--- config.mk ---
export PLATFORM = sky130hd
export DESIGN_NAME = float32_truncating_adder
export DESIGN_NICKNAME = d
export VERILOG_FILES = /design/src/rtl/fta_pkg.sv /design/src/rtl/float32_truncating_adder.sv /design/src/rtl/fta_align.sv /design/src/rtl/fta_addsub.sv /design/src/rtl/fta_norm.sv
export SDC_FILE = /design/constraint.sdc
export NUM_CORES = 1
export LEC_CHECK = 0
export BUFFER_PORTS_ARGS = -buffer_cell sky130_fd_sc_hd__buf_2
export CORE_MARGIN = 2
export CORE_UTILIZATION = 55
export DETAILED_ROUTE_END_ITERATION = 7
export HOLD_SLACK_MARGIN = 0.03
export PLACE_DENSITY_LB_ADDON = 0.08
export SYNTH_ARGS = -nofsm -noshare
export SYNTH_HDL_FRONTEND = slang
export SYNTH_SLANG_ARGS = --single-unit
--- constraint.sdc ---
create_clock -name clk_i -period 5 [get_ports clk_i]
set_input_delay 1 -clock clk_i [delete_from_list [all_inputs] [get_ports clk_i]]
set_output_delay 1 -clock clk_i [all_outputs]
set_load 0.1 [all_outputs]
--- src/rtl/fta_pkg.sv ---
// Package for the truncating single-precision adder: payload structs,
// stage-to-stage structs and the leading-zero count helper. No dependencies.
package fta_pkg;

  typedef struct packed {
    logic [31:0] addend_a;
    logic [31:0] addend_b;
  } fta_in_t;

  typedef struct packed {
    logic [31:0] sum_bits;
    logic        exponent_overflow;
  } fta_out_t;

  // After alignment: exponent, signs and the two aligned magnitudes.
  typedef struct packed {
    logic        sign_a;
    logic        sign_b;
    logic [7:0]  exp;
    logic [23:0] mant_a;
    logic [23:0] mant_b;
  } fta_align_t;

  // After the signed add: sign and magnitude of the sum.
  typedef struct packed {
    logic        sign;
    logic [7:0]  exp;
    logic [24:0] mag;
  } fta_add_t;

  // Leading zeros of a 24-bit word (24 when it is zero).
  function automatic logic [4:0] fta_lzc(input logic [23:0] v);
    logic [4:0] n;
    logic       found;
    n     = 5'd24;
    found = 1'b0;
    for (int i = 23; i >= 0; i--) begin
      if (!found && v[i]) begin
        n     = 5'(23 - i);
        found = 1'b1;
      end
    end
    return n;
  endfunction

endpackage

--- src/rtl/float32_truncating_adder.sv ---
// Top level of the truncating single-precision adder: three-stage pipeline
// with valid/ready handshakes. Depends on fta_pkg, fta_align, fta_addsub, fta_norm.
//
// One operand pair is taken per transaction on the input channel
// (in_valid_i / in_ready_o / in_data_i) and one result per transaction leaves
// on the output channel (out_valid_o / out_ready_i / out_data_o).
// The pipeline has three register stages: alignment and shift, signed add,
// then normalisation with a leading-zero count and shifter. A new pair can be
// accepted in every cycle while the receiver does not stall, so throughput
// is one transaction per cycle.
// When the receiver stalls, each stage holds its contents; a stage only
// takes new data when it is empty or its content moves on, so bubbles fill
// up first and then in_ready_o falls. Nothing is lost or repeated.
// Reset clears all stage valid bits; the datapath registers are not reset.
// Rounding is truncation; denormals, infinities and NaNs are treated as
// ordinary normal numbers, and an exponent carry past 255 wraps and raises
// exponent_overflow.
module float32_truncating_adder (
  input  logic              clk_i,
  input  logic              rst_ni,
  input  logic              in_valid_i,
  output logic              in_ready_o,
  input  fta_pkg::fta_in_t  in_data_i,
  output logic              out_valid_o,
  input  logic              out_ready_i,
  output fta_pkg::fta_out_t out_data_o
);
  import fta_pkg::*;

  fta_align_t al_d, al_q;
  fta_add_t   ad_d, ad_q;
  fta_out_t   nm_d, nm_q;
  logic       v1_q, v2_q, v3_q;
  logic       en1, en2, en3;

  fta_align  u_align  (.in_i(in_data_i), .out_o(al_d));
  fta_addsub u_addsub (.in_i(al_q), .out_o(ad_d));
  fta_norm   u_norm   (.in_i(ad_q), .out_o(nm_d));

  // Each stage advances when it is empty or the stage after it moves.
  assign en3        = !v3_q || out_ready_i;
  assign en2        = !v2_q || en3;
  assign en1        = !v1_q || en2;
  assign in_ready_o = en1;

  always_ff @(posedge clk_i or negedge rst_ni) begin
    if (!rst_ni) begin
      v1_q <= 1'b0;
      v2_q <= 1'b0;
      v3_q <= 1'b0;
    end else begin
      if (en1) v1_q <= in_valid_i;
      if (en2) v2_q <= v1_q;
      if (en3) v3_q <= v2_q;
    end
  end

  always_ff @(posedge clk_i) begin
    if (en1) al_q <= al_d;
    if (en2) ad_q <= ad_d;
    if (en3) nm_q <= nm_d;
  end

  assign out_valid_o = v3_q;
  assign out_data_o  = nm_q;
endmodule

--- src/rtl/fta_align.sv ---
// Stage one: operand swap and right shift of the smaller mantissa.
// Depends on fta_pkg.
module fta_align (
  input  fta_pkg::fta_in_t    in_i,
  output fta_pkg::fta_align_t out_o
);
  import fta_pkg::*;

  logic [31:0] big, sml;
  logic [7:0]  diff;

  always_comb begin
    if (in_i.addend_a[30:23] < in_i.addend_b[30:23]) begin
      big = in_i.addend_b;
      sml = in_i.addend_a;
    end else begin
      big = in_i.addend_a;
      sml = in_i.addend_b;
    end
    diff         = big[30:23] - sml[30:23];
    out_o.sign_a = big[31];
    out_o.sign_b = sml[31];
    out_o.exp    = big[30:23];
    out_o.mant_a = {1'b1, big[22:0]};
    out_o.mant_b = (diff >= 8'd25) ? '0 : ({1'b1, sml[22:0]} >> diff[4:0]);
  end
endmodule

--- src/rtl/fta_addsub.sv ---
// Stage two: signed addition of the aligned magnitudes, sign and magnitude out.
// Depends on fta_pkg.
module fta_addsub (
  input  fta_pkg::fta_align_t in_i,
  output fta_pkg::fta_add_t   out_o
);
  import fta_pkg::*;

  logic signed [25:0] va, vb, s;

  always_comb begin
    va = in_i.sign_a ? -$signed({2'b00, in_i.mant_a}) : $signed({2'b00, in_i.mant_a});
    vb = in_i.sign_b ? -$signed({2'b00, in_i.mant_b}) : $signed({2'b00, in_i.mant_b});
    s  = va + vb;
    out_o.exp  = in_i.exp;
    out_o.sign = s[25];
    out_o.mag  = s[25] ? 25'(-s) : s[24:0];
  end
endmodule

--- src/rtl/fta_norm.sv ---
// Stage three: carry handling, leading-zero normalisation and packing.
// Depends on fta_pkg.
module fta_norm (
  input  fta_pkg::fta_add_t in_i,
  output fta_pkg::fta_out_t out_o
);
  import fta_pkg::*;

  logic [4:0]  lz;
  logic [8:0]  exp;
  logic [23:0] mag;

  always_comb begin
    lz = fta_lzc(in_i.mag[23:0]);
    if (in_i.mag[24]) begin
      exp = {1'b0, in_i.exp} + 9'd1;
      mag = in_i.mag[24:1];
    end else if ((lz != 5'd24) && ({3'b000, lz} < in_i.exp)) begin
      // A zero magnitude never finds its leading one, so it drains to exponent zero.
      exp = {1'b0, in_i.exp} - {4'b0000, lz};
      mag = in_i.mag[23:0] << lz;
    end else begin
      exp = '0;
      mag = '0;
    end
    out_o.sum_bits          = {in_i.sign, exp[7:0], mag[22:0]};
    out_o.exponent_overflow = exp[8];
  end
endmodule

==> out/qor.csv, run 1 <==
metric;value;unit
CTS Buf Count;17;
R2R depth;16;
IR drop worst, VDD;0.449;mV
Distinct cells, synth;78;
number of global-route vias before repair;8502;
diode count;0;
syn avg cell area;9.31;um2
die height;144;um
initial antenna violation count;0;
clk slew on worst S/H paths;0.05;ns
CTS root buffer;clkbuf_16;
pin count of the biggest net entering global routing;59;
DRT iter0 DRCs;515;
Initial Util;55.7;%
Leak Pwr;5.06;nW
# rows;51;
synthesis-to-layout area growth;15.6;%
minimum clock period;4.77;ns
detailed-route DRC error count;0;
boundary pin count;103;
crit path from;al_q[5];
Post-Syn Nets;1274;
commonest non-fill, non-tap cell in the layout;nand2_1;
Setup crit end kind;register;
CTS tree;yes;
crit-path leading delay family;simple AND/OR/NAND/NOR gates;
Crit path largest cell delay;0.58;ns
Primary FF master, synth;edfxtp_1;
Levels on crit path;16;
number of synthesized flops with an enable pin;124;
number of max-cap violations;0;
Least-Margin Pin Slew;0.990;ns
Worst Path Required;5.17;ns
DP Area;11800;um2
first-pass GRT wire length;43200;um
dpl ws;-0.0784;ns
slowest stage cell, crit path;or4_1;
setup violators final;0;
WS Path Type;register to register;
pwr/cell area;713;nW/um2
IO Port Bufs;102;
Power Total;8.91;mW
Slew HR;34.0;%
nets;1390;
outcome;finished clean;
post-route ant nets;0;
CP Data Arrival Time;4.94;ns
ys async rst share;2.36;%
Fin. Hold Viols;0;
routability cong.;0.979;
f_max;0.210;GHz
Detailed Route WL;27100;um
core region area;19400;um2
crit path max fanout;5;
setup TNS;0;ns
post-CTS setup buffers;0;
Syn Inst Count;1161;
Worst R2R Setup Slack;0.23;ns
full die area;20800;um2
Total GRT Usage;26.5;%
Ys Warns;0;
commonest cells after routing, fill and taps aside;nand2_1 (178), edfxtp_1 (124), buf_2 (102);
DP HPWL;21400;um
Reg2Reg Capture Point;ad_q[24];
Cell Chain, Critical Path;or4_1 > or3_1 > o31ai_1 > xnor2_1 > ha_1 > and4_1 > nor3b_2 > a211oi_2 > buf_4 > a21o_1 > o21ai_0 > xor2_1 > or3_1 > nor3_2 > a41oi_1 > xnor2_1;
clock skew;0.00729;ns
Layout Utilization;64.4;%
synthesized area;10800;um2
RR Startpoint;al_q[5];
Die W;144;um
via count;9358;
latest clock arrival within the worst-skew pair;0.42;ns
1st-pass router iterations;7;
routed vias/inst;6.02;
layout cells sized above 1;18.4;%
register area share after synthesis;35.1;%
CP Launch Type;register;
design area;12500;um2
CTS max path bufs;2;
Overflow after GRT;0;
Routed WL per cell;17.4;um
crit path capture;ad_q[24];
Final WS setup;0.229;ns
#FFs+latches synth;127;
H-tree levels;4;
Bufs and invs on worst path;1;
Num Clock Sinks;127;
min-delay worst type;input pin to async pin;
Slew Viols, Final;0;
Tcrit/Tclk final;95.4;%
worst min path at each step:
stage,start,end,slack [ns],cells past startpoint
6_report,rst_ni,out_valid_o,0.36,1
5_1_grt,rst_ni,out_valid_o,0.35,1
4_1_cts,rst_ni,out_valid_o,0.34,1
3_5_place_dp,al_q[54],ad_q[31],0.40,0
3_3_place_gp,al_q[51],ad_q[28],0.40,0
2_1_floorplan,al_q[48],ad_q[25],0.40,0
cell families (layout without fill, tap and decap cells):
group / count (synthesis) / count (layout) / share of synthesized area, %
buffers and inverters: 86 / 215 / 3.21
adders and majority gates: 45 / 45 / 5.35
and+or+nand+nor: 413 / 413 / 18.1
DFF: 127 / 127 / 35.1
AOI/OAI and AO/OA: 297 / 297 / 18.5
xor gates and xnor gates: 102 / 102 / 8.33
muxes: 91 / 91 / 11.3
through the flow:
step | hold slack [ns] | std cells
6_report | 0.363 | 1555
5_1_grt | 0.347 | 1555
4_1_cts | 0.344 | 1555
3_5_place_dp | 0.405 | 1523
3_3_place_gp | 0.403 | 1523
2_1_floorplan | 0.400 | 1161
power by group:
| group | switching (mW) | internal [mW] |
|---|---|---|
| Sequential | 0.339 | 1.75 |
| Combinational | 3.57 | 1.96 |
| Clock | 0.459 | 0.833 |
| Total | 4.36 | 4.55 |
sequential cells by signal, summed over array words and instances, names as in the netlist:
| name | count |
|---|---|
| al_q | 57 |
| ad_q | 34 |
| v2_q | 1 |
| v1_q | 1 |
| out_data_o | 33 |
| out_valid_o | 1 |
routing by layer:
| layer | global-route usage (%) | part of all wire (%) |
|---|---|---|
| met1 | 33.4 | 42 |
| met2 | 45.0 | 50 |
| met3 | 3.64 | 4.3 |
| met4 | 12.7 | 3.6 |
| met5 | 0 | 0 |
final cells by class:
| class | count | area, um2 |
|---|---|---|
| fill | 1637 | 6900 |
| clock inverter | 14 | 190 |
| sequential | 127 | 3800 |
| timing repair buffer | 149 | 888 |
| inverter | 34 | 130 |
| clock buffer | 18 | 429 |
| multi-input combinational | 948 | 6730 |
| tap | 265 | 332 |
cells in the mapped netlist (9+ instances only):
library cell | count | area share, %
a211oi_1 | 25 | 1.7
a21o_1 | 12 | 0.83
a21oi_1 | 57 | 2.6
a22oi_1 | 10 | 0.69
and2_1 | 11 | 0.64
and3_1 | 14 | 0.81
buf_2 | 10 | 0.46
clkbuf_1 | 39 | 1.4
edfxtp_1 | 124 | 34
ha_1 | 43 | 5.0
inv_1 | 29 | 1.0
mux2i_1 | 60 | 5.6
mux4_2 | 24 | 5.0
nand2_1 | 178 | 6.2
nand2b_1 | 16 | 0.93
nand3_1 | 24 | 1.1
nor2_1 | 72 | 2.5
nor2b_1 | 13 | 0.75
nor3_1 | 20 | 0.93
nor4_1 | 14 | 0.81
o21ai_0 | 71 | 3.3
o31ai_1 | 20 | 1.4
o41ai_1 | 9 | 0.73
or3_1 | 15 | 0.87
or4_1 | 10 | 0.69
xnor2_1 | 74 | 6.0
xor2_1 | 27 | 2.2
worst register-to-register path, stage by stage (launching register included):
cell	delay, ns
edfxtp_1	0.43
or4_1	0.58
or3_1	0.45
o31ai_1	0.26
xnor2_1	0.11
ha_1	0.35
and4_1	0.24
nor3b_2	0.16
a211oi_2	0.36
buf_4	0.21
a21o_1	0.14
o21ai_0	0.09
xor2_1	0.20
or3_1	0.38
nor3_2	0.24
a41oi_1	0.16
xnor2_1	0.15
what timing repair did:
action,in CTS,in global routing
pin swaps,0,1
gates resized for setup,1,11
hold buffers,0,0
setup endpoints to repair,9,26
Power figures use the tool's default switching activity.
==> inputs of run 2 (changes only) <==
--- a/config.mk
+++ b/config.mk
@@ -5,6 +5,7 @@
 export SDC_FILE = /design/constraint.sdc
 export NUM_CORES = 1
 export LEC_CHECK = 0
+export ABC_AREA = 1
 export BUFFER_PORTS_ARGS = -buffer_cell sky130_fd_sc_hd__buf_2
 export CORE_MARGIN = 2
 export CORE_UTILIZATION = 55
==> run 2 against run 1 <==
Critical endpoint is now ad_q[17]. Critical path type unchanged. Count of clock-buffer cells in the layout unchanged. Utilization fell by 0.94 points. Worst hold slack better by 0.0015 ns.
==> out/qor.csv, run 2 <==
metric;value;unit;change
final cell count without fillers;1906;;was 1555
number of synthesized flops with an enable pin;124;;unchanged
Post-Syn Nets;1656;;was 1274
post-CTS setup buffers;0;;unchanged
Distinct cells, synth;56;;was 78
minimum clock period;4.59;ns;was 4.77 ns
Switch Pwr;4.71;mW;was 4.36 mW
routability cong.;0.981;;was 0.979
core region area;19600;um2;was 19400 um2
Resized Gates After CTS;0;;was 1
combinational power share;63.9;%;was 62.0%
Initial Util;56.5;%;was 55.7%
first-pass GRT wire length;45700;um;was 43200 um
# rows;51;;unchanged
routed vias/inst;5.53;;was 6.02
commonest non-fill, non-tap cell in the layout;nand2_1;;unchanged
CTS tree;yes;;unchanged
WS Path Type;register to register;;unchanged
setup violators final;0;;unchanged
clock skew;0.0101;ns;was 0.00729 ns
footprint of the multi-input gates;6390;um2;was 6730 um2
RSZ-0062 raised after global routing;yes;;
layout cells sized above 1;12.6;%;was 18.4%
most frequent cell after synthesis;nand2_1;;unchanged
pwr/cell area;715;nW/um2;was 713 nW/um2
Sw Ratio;52.9;%;was 49.0%
CTS root buffer;clkbuf_16;;unchanged
Setup crit end kind;register;;unchanged
latest clock arrival within the worst-skew pair;0.42;ns;about the same
Flop pwr share;22.8;%;was 23.5%
Slew Viols, Final;0;;unchanged
Power Total;8.89;mW;was 8.91 mW
Synth area leaders;edfxtp_1 (34%), nand2_1 (13%), nand3_1 (6.8%);;was edfxtp_1 (34%), nand2_1 (6.2%), xnor2_1 (6.0%)
CP Data Arrival Time;4.76;ns;was 4.94 ns
Power Internal;4.19;mW;was 4.55 mW
CP Launch Type;register;;unchanged
Worst Path Required;5.17;ns;about the same
commonest cells after routing, fill and taps aside;nand2_1 (388), inv_1 (162), nand3_1 (150);;was nand2_1 (178), edfxtp_1 (124), buf_2 (102)
placed insts;1874;;was 1523
Synth area leader;edfxtp_1;;unchanged
#FFs+latches synth;127;;unchanged
Total GRT Usage;26.5;%;about the same
Tcrit/Tclk final;91.8;%;was 95.4%
crit path max fanout;11;;was 5
worst hold slack;0.364;ns;was 0.363 ns
number of global-route vias before repair;9655;;was 8502
post-synth top area share;33.7;%;was 34.4%
IO Port Bufs;102;;unchanged
max reg flops;57;;unchanged
synthesized area;11100;um2;was 10800 um2
diode count;0;;unchanged
number of max-cap violations;0;;unchanged
Fin. Hold Viols;0;;unchanged
Post-synth top cells;nand2_1 (389), inv_1 (162), nand3_1 (150), o21ai_0 (147), nor2_1 (125);;was nand2_1 (178), edfxtp_1 (124), xnor2_1 (74), nor2_1 (72), o21ai_0 (71)
H-tree levels;4;;unchanged
min-delay worst type;input pin to async pin;;unchanged
full die area;21300;um2;was 20800 um2
Routed WL per cell;14.8;um;was 17.4 um
initial antenna violation count;0;;unchanged
Num Clock Sinks;127;;unchanged
f_max;0.218;GHz;was 0.210 GHz
via count;10500;;was 9358
Primary FF master, synth;edfxtp_1;;unchanged
post-route ant nets;0;;unchanged
ys async rst share;2.36;%;unchanged
DRT iter0 DRCs;747;;was 515
synthesis-to-layout area growth;12.4;%;was 15.6%
register area;3800;um2;unchanged
Layout Utilization;63.5;%;was 64.4%
Filler cells;1785;;was 1637
nets;1741;;was 1390
CTS Buf Count;17;;unchanged
syn avg cell area;7.17;um2;was 9.31 um2
pin count of the biggest net entering global routing;93;;was 59
clock share of power;13.2;%;was 14.5%
Slew HR;21.2;%;was 34.0%
Overflow after GRT;0;;unchanged
Top reg by flops;al_q;;unchanged
Syn Inst Count;1543;;was 1161
boundary pin count;103;;unchanged
setup TNS;0;ns;unchanged
die height;146;um;was 144 um
clk slew on worst S/H paths;0.06;ns;was 0.05 ns
hold_buf cts;0;;unchanged
Ys Warns;0;;unchanged
outcome;finished clean;;unchanged
Leak Pwr;5.75;nW;was 5.06 nW
1st-pass router iterations;6;;was 7
register area share after synthesis;34.3;%;was 35.1%
Detailed Route WL;28100;um;was 27100 um
Die W;146;um;was 144 um
DP HPWL;22400;um;was 21400 um
Least-Margin Pin Slew;1.18;ns;was 0.990 ns
IR drop worst, VDD;0.323;mV;was 0.449 mV
detailed-route DRC error count;0;;unchanged
CTS max path bufs;2;;unchanged
[run 2: changes by cell type after synthesis, moves of 15 or more]
cell	change
xor2_1	+32
nand3_1	+126
xnor2_1	-36
a211oi_1	-25
mux2i_1	-58
nand2_1	+211
o31ai_1	-15
nor2_1	+53
mux4_2	-24
nand4_1	+24
inv_1	+133
o21ai_0	+76
nand2b_1	-16
or3_1	-15
[run 2: power by group through the flow]
stage / Combinational [mW] / Clock [mW] / Sequential, mW
3_3_place_gp: 5.56 / 0 / 2.03
4_1_cts: 5.62 / 1.20 / 2.02
6_report: 5.69 / 1.17 / 2.03
3_5_place_dp: 5.60 / 0 / 2.04
5_1_grt: 6.30 / 1.24 / 2.07
2_1_floorplan: 3.62 / 0 / 2.94
[run 2: final cells by class]
cell class	instances	share of cell area, %
Clock buffer	18	3.45
Clock inverter	14	1.17
Inverter	171	5.16
Multi-Input combinational cell	1186	51.4
Sequential cell	127	30.5
Tap cell	265	2.67
Timing Repair Buffer	125	5.59
[run 2: stage by stage]
stage / setup slack, ns / area, um2
3_3_place_gp: 0.330 / 11800
5_1_grt: -0.0631 / 12400
3_5_place_dp: 0.241 / 11800
4_1_cts: 0.170 / 12400
6_report: 0.409 / 12400
2_1_floorplan: 0.195 / 11100
[run 2: final timing paths]
kind | startpoint | slack [ns] | depth (start not counted) | end
setup reg to reg | al_q[27] | 0.41 | 26 | ad_q[17]
hold reg to reg | al_q[53] | 0.41 | 0 | ad_q[30]
max in group asynchronous | rst_ni | 4.53 | 1 | v1_q
setup / recovery | al_q[27] | 0.41 | 26 | ad_q[17]
min in group clk_i | al_q[53] | 0.41 | 0 | ad_q[30]
hold / removal | rst_ni | 0.36 | 1 | out_valid_o
[run 2: critical path, cell delays in order, from the launching register on]
cell and delay [ns]:
edfxtp_1 0.41, nor2_1 0.12, inv_1 0.06, nor4_1 0.19, inv_1 0.11, nor3_2 0.18
nand3_1 0.15, nor3_2 0.21, nor3b_4 0.28, nor2_1 0.10, a21oi_1 0.20, inv_1 0.08
nor2_1 0.12, xnor2_1 0.08, ha_1 0.38, nand2_1 0.15, o21ai_0 0.26, nand2_1 0.08
o211a_1 0.12, nand3_1 0.11, nand2_1 0.06, nand2_1 0.05, a21oi_1 0.07, xnor2_1 0.15
buf_4 0.19, or2_2 0.28, xor2_1 0.14
[run 2: cells by family (layout without fill, tap and decap cells)]
| group | count (synthesis) | in the layout | synth area share [%] |
|---|---|---|---|
| AOI/OAI and AO/OA | 288 | 288 | 14.4 |
| xor gates and xnor gates | 97 | 97 | 7.68 |
| adders and majority gates | 45 | 45 | 5.23 |
| buffers and inverters | 230 | 328 | 8.33 |
| DFF | 127 | 127 | 34.3 |
| muxes | 2 | 2 | 0.181 |
| and+or+nand+nor | 754 | 754 | 29.8 |
[run 2: routing by layer]
| layer | track usage [%] | routed length (um) | vias to the layer above |
|---|---|---|---|
| li1 | - | - | 5389 |
| met1 | 31.0 | 11500 | 4715 |
| met2 | 48.4 | 14100 | 364 |
| met3 | 3.92 | 1470 | 70 |
| met4 | 11.4 | 1040 | 0 |
| met5 | 0 | 0 | - |
==> inputs of run 3 (changes only) <==
--- a/config.mk
+++ b/config.mk
@@ -10,8 +10,10 @@
 export CORE_MARGIN = 2
 export CORE_UTILIZATION = 55
 export DETAILED_ROUTE_END_ITERATION = 7
+export GPL_TIMING_DRIVEN = 0
 export HOLD_SLACK_MARGIN = 0.03
 export PLACE_DENSITY_LB_ADDON = 0.08
 export SYNTH_ARGS = -nofsm -noshare
 export SYNTH_HDL_FRONTEND = slang
+export SYNTH_HIERARCHICAL = 1
 export SYNTH_SLANG_ARGS = --single-unit
==> run 3 against run 2 <==
Flip-flop and latch count grew 1. Wire length is 35% higher. Setup slack got worse by 0.026 ns. First-iteration DRC count is 65% higher. Utilization is 0.34 points lower. Sequential power about the same. Critical endpoint is now out_data_o[22]. Largest cell class unchanged.
==> out/qor.csv, run 3 <==
metric;value;unit;change
IR drop worst, VDD;0.618;mV;was 0.323 mV
routability cong.;0.945;;was 0.981
post-route ant nets;0;;unchanged
combinational power share;66.7;%;was 63.9%
CTS max path bufs;2;;unchanged
Metal-1 WL;16100;um;was 11500 um
H-tree levels;4;;unchanged
detailed-route DRC error count;0;;unchanged
clock share of power;13.1;%;was 13.2%
first-pass GRT wire length;59600;um;was 45700 um
Post-synth top cells;nand2_1 (685), nand3_1 (304), inv_1 (204), edfxtp_1 (125), nor2_1 (113);;was nand2_1 (389), inv_1 (162), nand3_1 (150), o21ai_0 (147), nor2_1 (125)
crit path max fanout;11;;unchanged
boundary pin count;103;;unchanged
CP Data Arrival Time;4.90;ns;was 4.76 ns
commonest cells after routing, fill and taps aside;nand2_1 (684), nand3_1 (303), inv_1 (204);;was nand2_1 (388), inv_1 (162), nand3_1 (150)
slowest stage cell, crit path;edfxtp_1;;unchanged
number of synthesized flops with an enable pin;125;;was 124
clk slew on worst S/H paths;0.06;ns;about the same
met2 wire length;18000;um;was 14100 um
Syn Inst Count;1937;;was 1543
pin count of the biggest net entering global routing;52;;was 93
Overflow after GRT;0;;unchanged
Least-Margin Pin Slew;0.890;ns;was 1.18 ns
Slew HR;40.6;%;was 21.2%
DP HPWL;31000;um;was 22400 um
Slew Viols, Final;0;;unchanged
CP Launch Type;register;;unchanged
most frequent cell after synthesis;nand2_1;;unchanged
Leak Pwr;7.28;nW;was 5.75 nW
Met3 Wirelength;2510;um;was 1470 um
Setup crit end kind;register;;unchanged
placed insts;2325;;was 1874
Routed WL per cell;16.1;um;was 14.8 um
Distinct cells, synth;54;;was 56
Synth area leader;edfxtp_1;;unchanged
Ys Warns;6;;was 0
Reg2Reg Capture Point;out_data_o[22];;was ad_q[17]
Power Internal;4.43;mW;was 4.19 mW
Post-Syn Nets;2051;;was 1656
setup TNS;0;ns;unchanged
cell mode on critical path;nor2_1;;was nand2_1
CTS root buffer;clkbuf_16;;unchanged
Total GRT Usage;31.1;%;was 26.5%
Primary FF master, synth;edfxtp_1;;unchanged
Crit path largest cell delay;0.51;ns;was 0.41 ns
final cell count without fillers;2358;;was 1906
Synth area leaders;edfxtp_1 (29%), nand2_1 (20%), nand3_1 (12%);;was edfxtp_1 (34%), nand2_1 (13%), nand3_1 (6.8%)
Sw Ratio;55.3;%;was 52.9%
number of global-route vias before repair;12000;;was 9655
min-delay worst type;input pin to async pin;;unchanged
initial antenna violation count;1;;was 0
diode count;0;;unchanged
register area share after synthesis;30.0;%;was 34.3%
latest clock arrival within the worst-skew pair;0.42;ns;about the same
max reg flops;58;;was 57
design area;14300;um2;was 12400 um2
Switch Pwr;5.46;mW;was 4.71 mW
routed vias/inst;5.60;;was 5.53
Die W;156;um;was 146 um
Detailed Route WL;38000;um;was 28100 um
Flop pwr share;20.2;%;was 22.8%
Initial Util;56.2;%;was 56.5%
IO Port Bufs;102;;unchanged
worst hold slack;0.362;ns;was 0.364 ns
number of max-cap violations;0;;unchanged
DP Area;13700;um2;was 11800 um2
f_max;0.217;GHz;was 0.218 GHz
synthesis-to-layout area growth;12.3;%;was 12.4%
RSZ-0062 raised after global routing;no;;was yes
commonest non-fill, non-tap cell in the layout;nand2_1;;unchanged
1st-pass router iterations;7;;was 6
WS Path Type;register to register;;unchanged
Tcrit/Tclk final;92.3;%;was 91.8%
die height;156;um;was 146 um
dpl ws;-0.293;ns;was 0.241 ns
via count;13200;;was 10500
top layer in use;met5;;was met4
Fin. Hold Viols;0;;unchanged
Final WS setup;0.383;ns;was 0.409 ns
Worst Path Required;5.28;ns;was 5.17 ns
core region area;22700;um2;was 19600 um2
minimum clock period;4.62;ns;was 4.59 ns
crit path from;ad_q[23];;was al_q[27]
outcome;finished clean;;unchanged
Num Clock Sinks;128;;was 127
Layout Utilization;63.1;%;was 63.5%
post-synth top area share;29.4;%;was 33.7%
# rows;55;;was 51
Power Total;9.89;mW;was 8.89 mW
Top reg by flops;al_q;;unchanged
layout cells sized above 1;14.1;%;was 12.6%
#FFs+latches synth;128;;was 127
R2R depth;25;;was 26
setup violators final;0;;unchanged
nets;2174;;was 1741
ys async rst share;2.34;%;was 2.36%
pwr/cell area;690;nW/um2;was 715 nW/um2
CTS Buf Count;17;;unchanged
DRT iter0 DRCs;1235;;was 747
synthesized area;12800;um2;was 11100 um2
Worst R2R Setup Slack;0.38;ns;was 0.41 ns
hold_buf cts;0;;unchanged
full die area;24500;um2;was 21300 um2
syn avg cell area;6.59;um2;was 7.17 um2
RR Startpoint;ad_q[23];;was al_q[27]
CTS tree;yes;;unchanged
clock skew;0.0114;ns;was 0.0101 ns
[run 3: cell types whose count changed after synthesis, sizes merged, moves of 20 or more]
cell / before / now
xnor2: 38 / 18
inv: 169 / 216
o21ai: 158 / 66
a21oi: 72 / 51
nand3: 154 / 311
nand2: 395 / 708
buf: 24 / 52
[run 3: power groups by stage]
stage / Combinational, mW / Sequential [mW] / Clock, mW
after floorplan: 4.09 / 2.89 / 0
after global placement: 6.38 / 2.03 / 0
after detailed placement: 6.44 / 2.03 / 0
after CTS: 6.45 / 2.01 / 1.31
after global routing: 7.22 / 2.03 / 1.35
final: 6.60 / 2.00 / 1.30
[run 3: how the worst max path moves through the flow]
stage	cells past startpoint	to	slack [ns]
after floorplan	26	out_data_o[12]	0.82
after global placement	25	out_data_o[22]	-0.22
after detailed placement	25	out_data_o[22]	-0.29
after CTS	24	out_data_o[22]	0.08
after global routing	26	out_data_o[12]	0.04
final	25	out_data_o[22]	0.38
[run 3: worst max-delay path: cells and delay by family, from the launching register on]
| kind | cells | cell delay [ns] |
|---|---|---|
| simple gates | 15 | 1.75 |
| buf+inv | 4 | 0.97 |
| flops | 1 | 0.51 |
| compound gates | 5 | 1.00 |
| fa+ha+maj | 1 | 0.24 |
[run 3: cell type report]
type / instances / area, um2
sequential: 128 / 3830
multi-input combinational: 1517 / 7710
clock inverter: 14 / 184
inverter: 218 / 821
fill: 2176 / 8370
tap: 285 / 357
timing repair buffer: 105 / 553
clock buffer: 18 / 429
buffer: 73 / 455
[run 3: kinds of logic (layout without fill, tap and decap cells)]
family / after synthesis / in the layout / share of synthesized area [%]
flip-flops: 128 / 128 / 30.0
AO/OA/AOI/OAI: 156 / 156 / 7.13
AND/OR/NAND/NOR: 1246 / 1246 / 43.6
other: 1 / 1 / 0.0294
XOR/XNOR: 68 / 68 / 4.66
buffers and inverters: 292 / 428 / 10.0
adder cells (fa/ha/maj): 46 / 46 / 4.62
[run 3: timing repair]
item | CTS | global route
endpoints found under the setup margin | 27 | 29
pin swaps | 0 | 1
buffers inserted | 0 | 2
resized for setup | 1 | 8
[run 3: per-layer routing]
| metal | GRT usage, % | vias up |
|---|---|---|
| li1 | - | 6610 |
| met3 | 4.57 | 82 |
| met4 | 11.9 | 2 |
| met5 | 0 | - |
| met1 | 39.4 | 5972 |
| met2 | 53.5 | 534 |
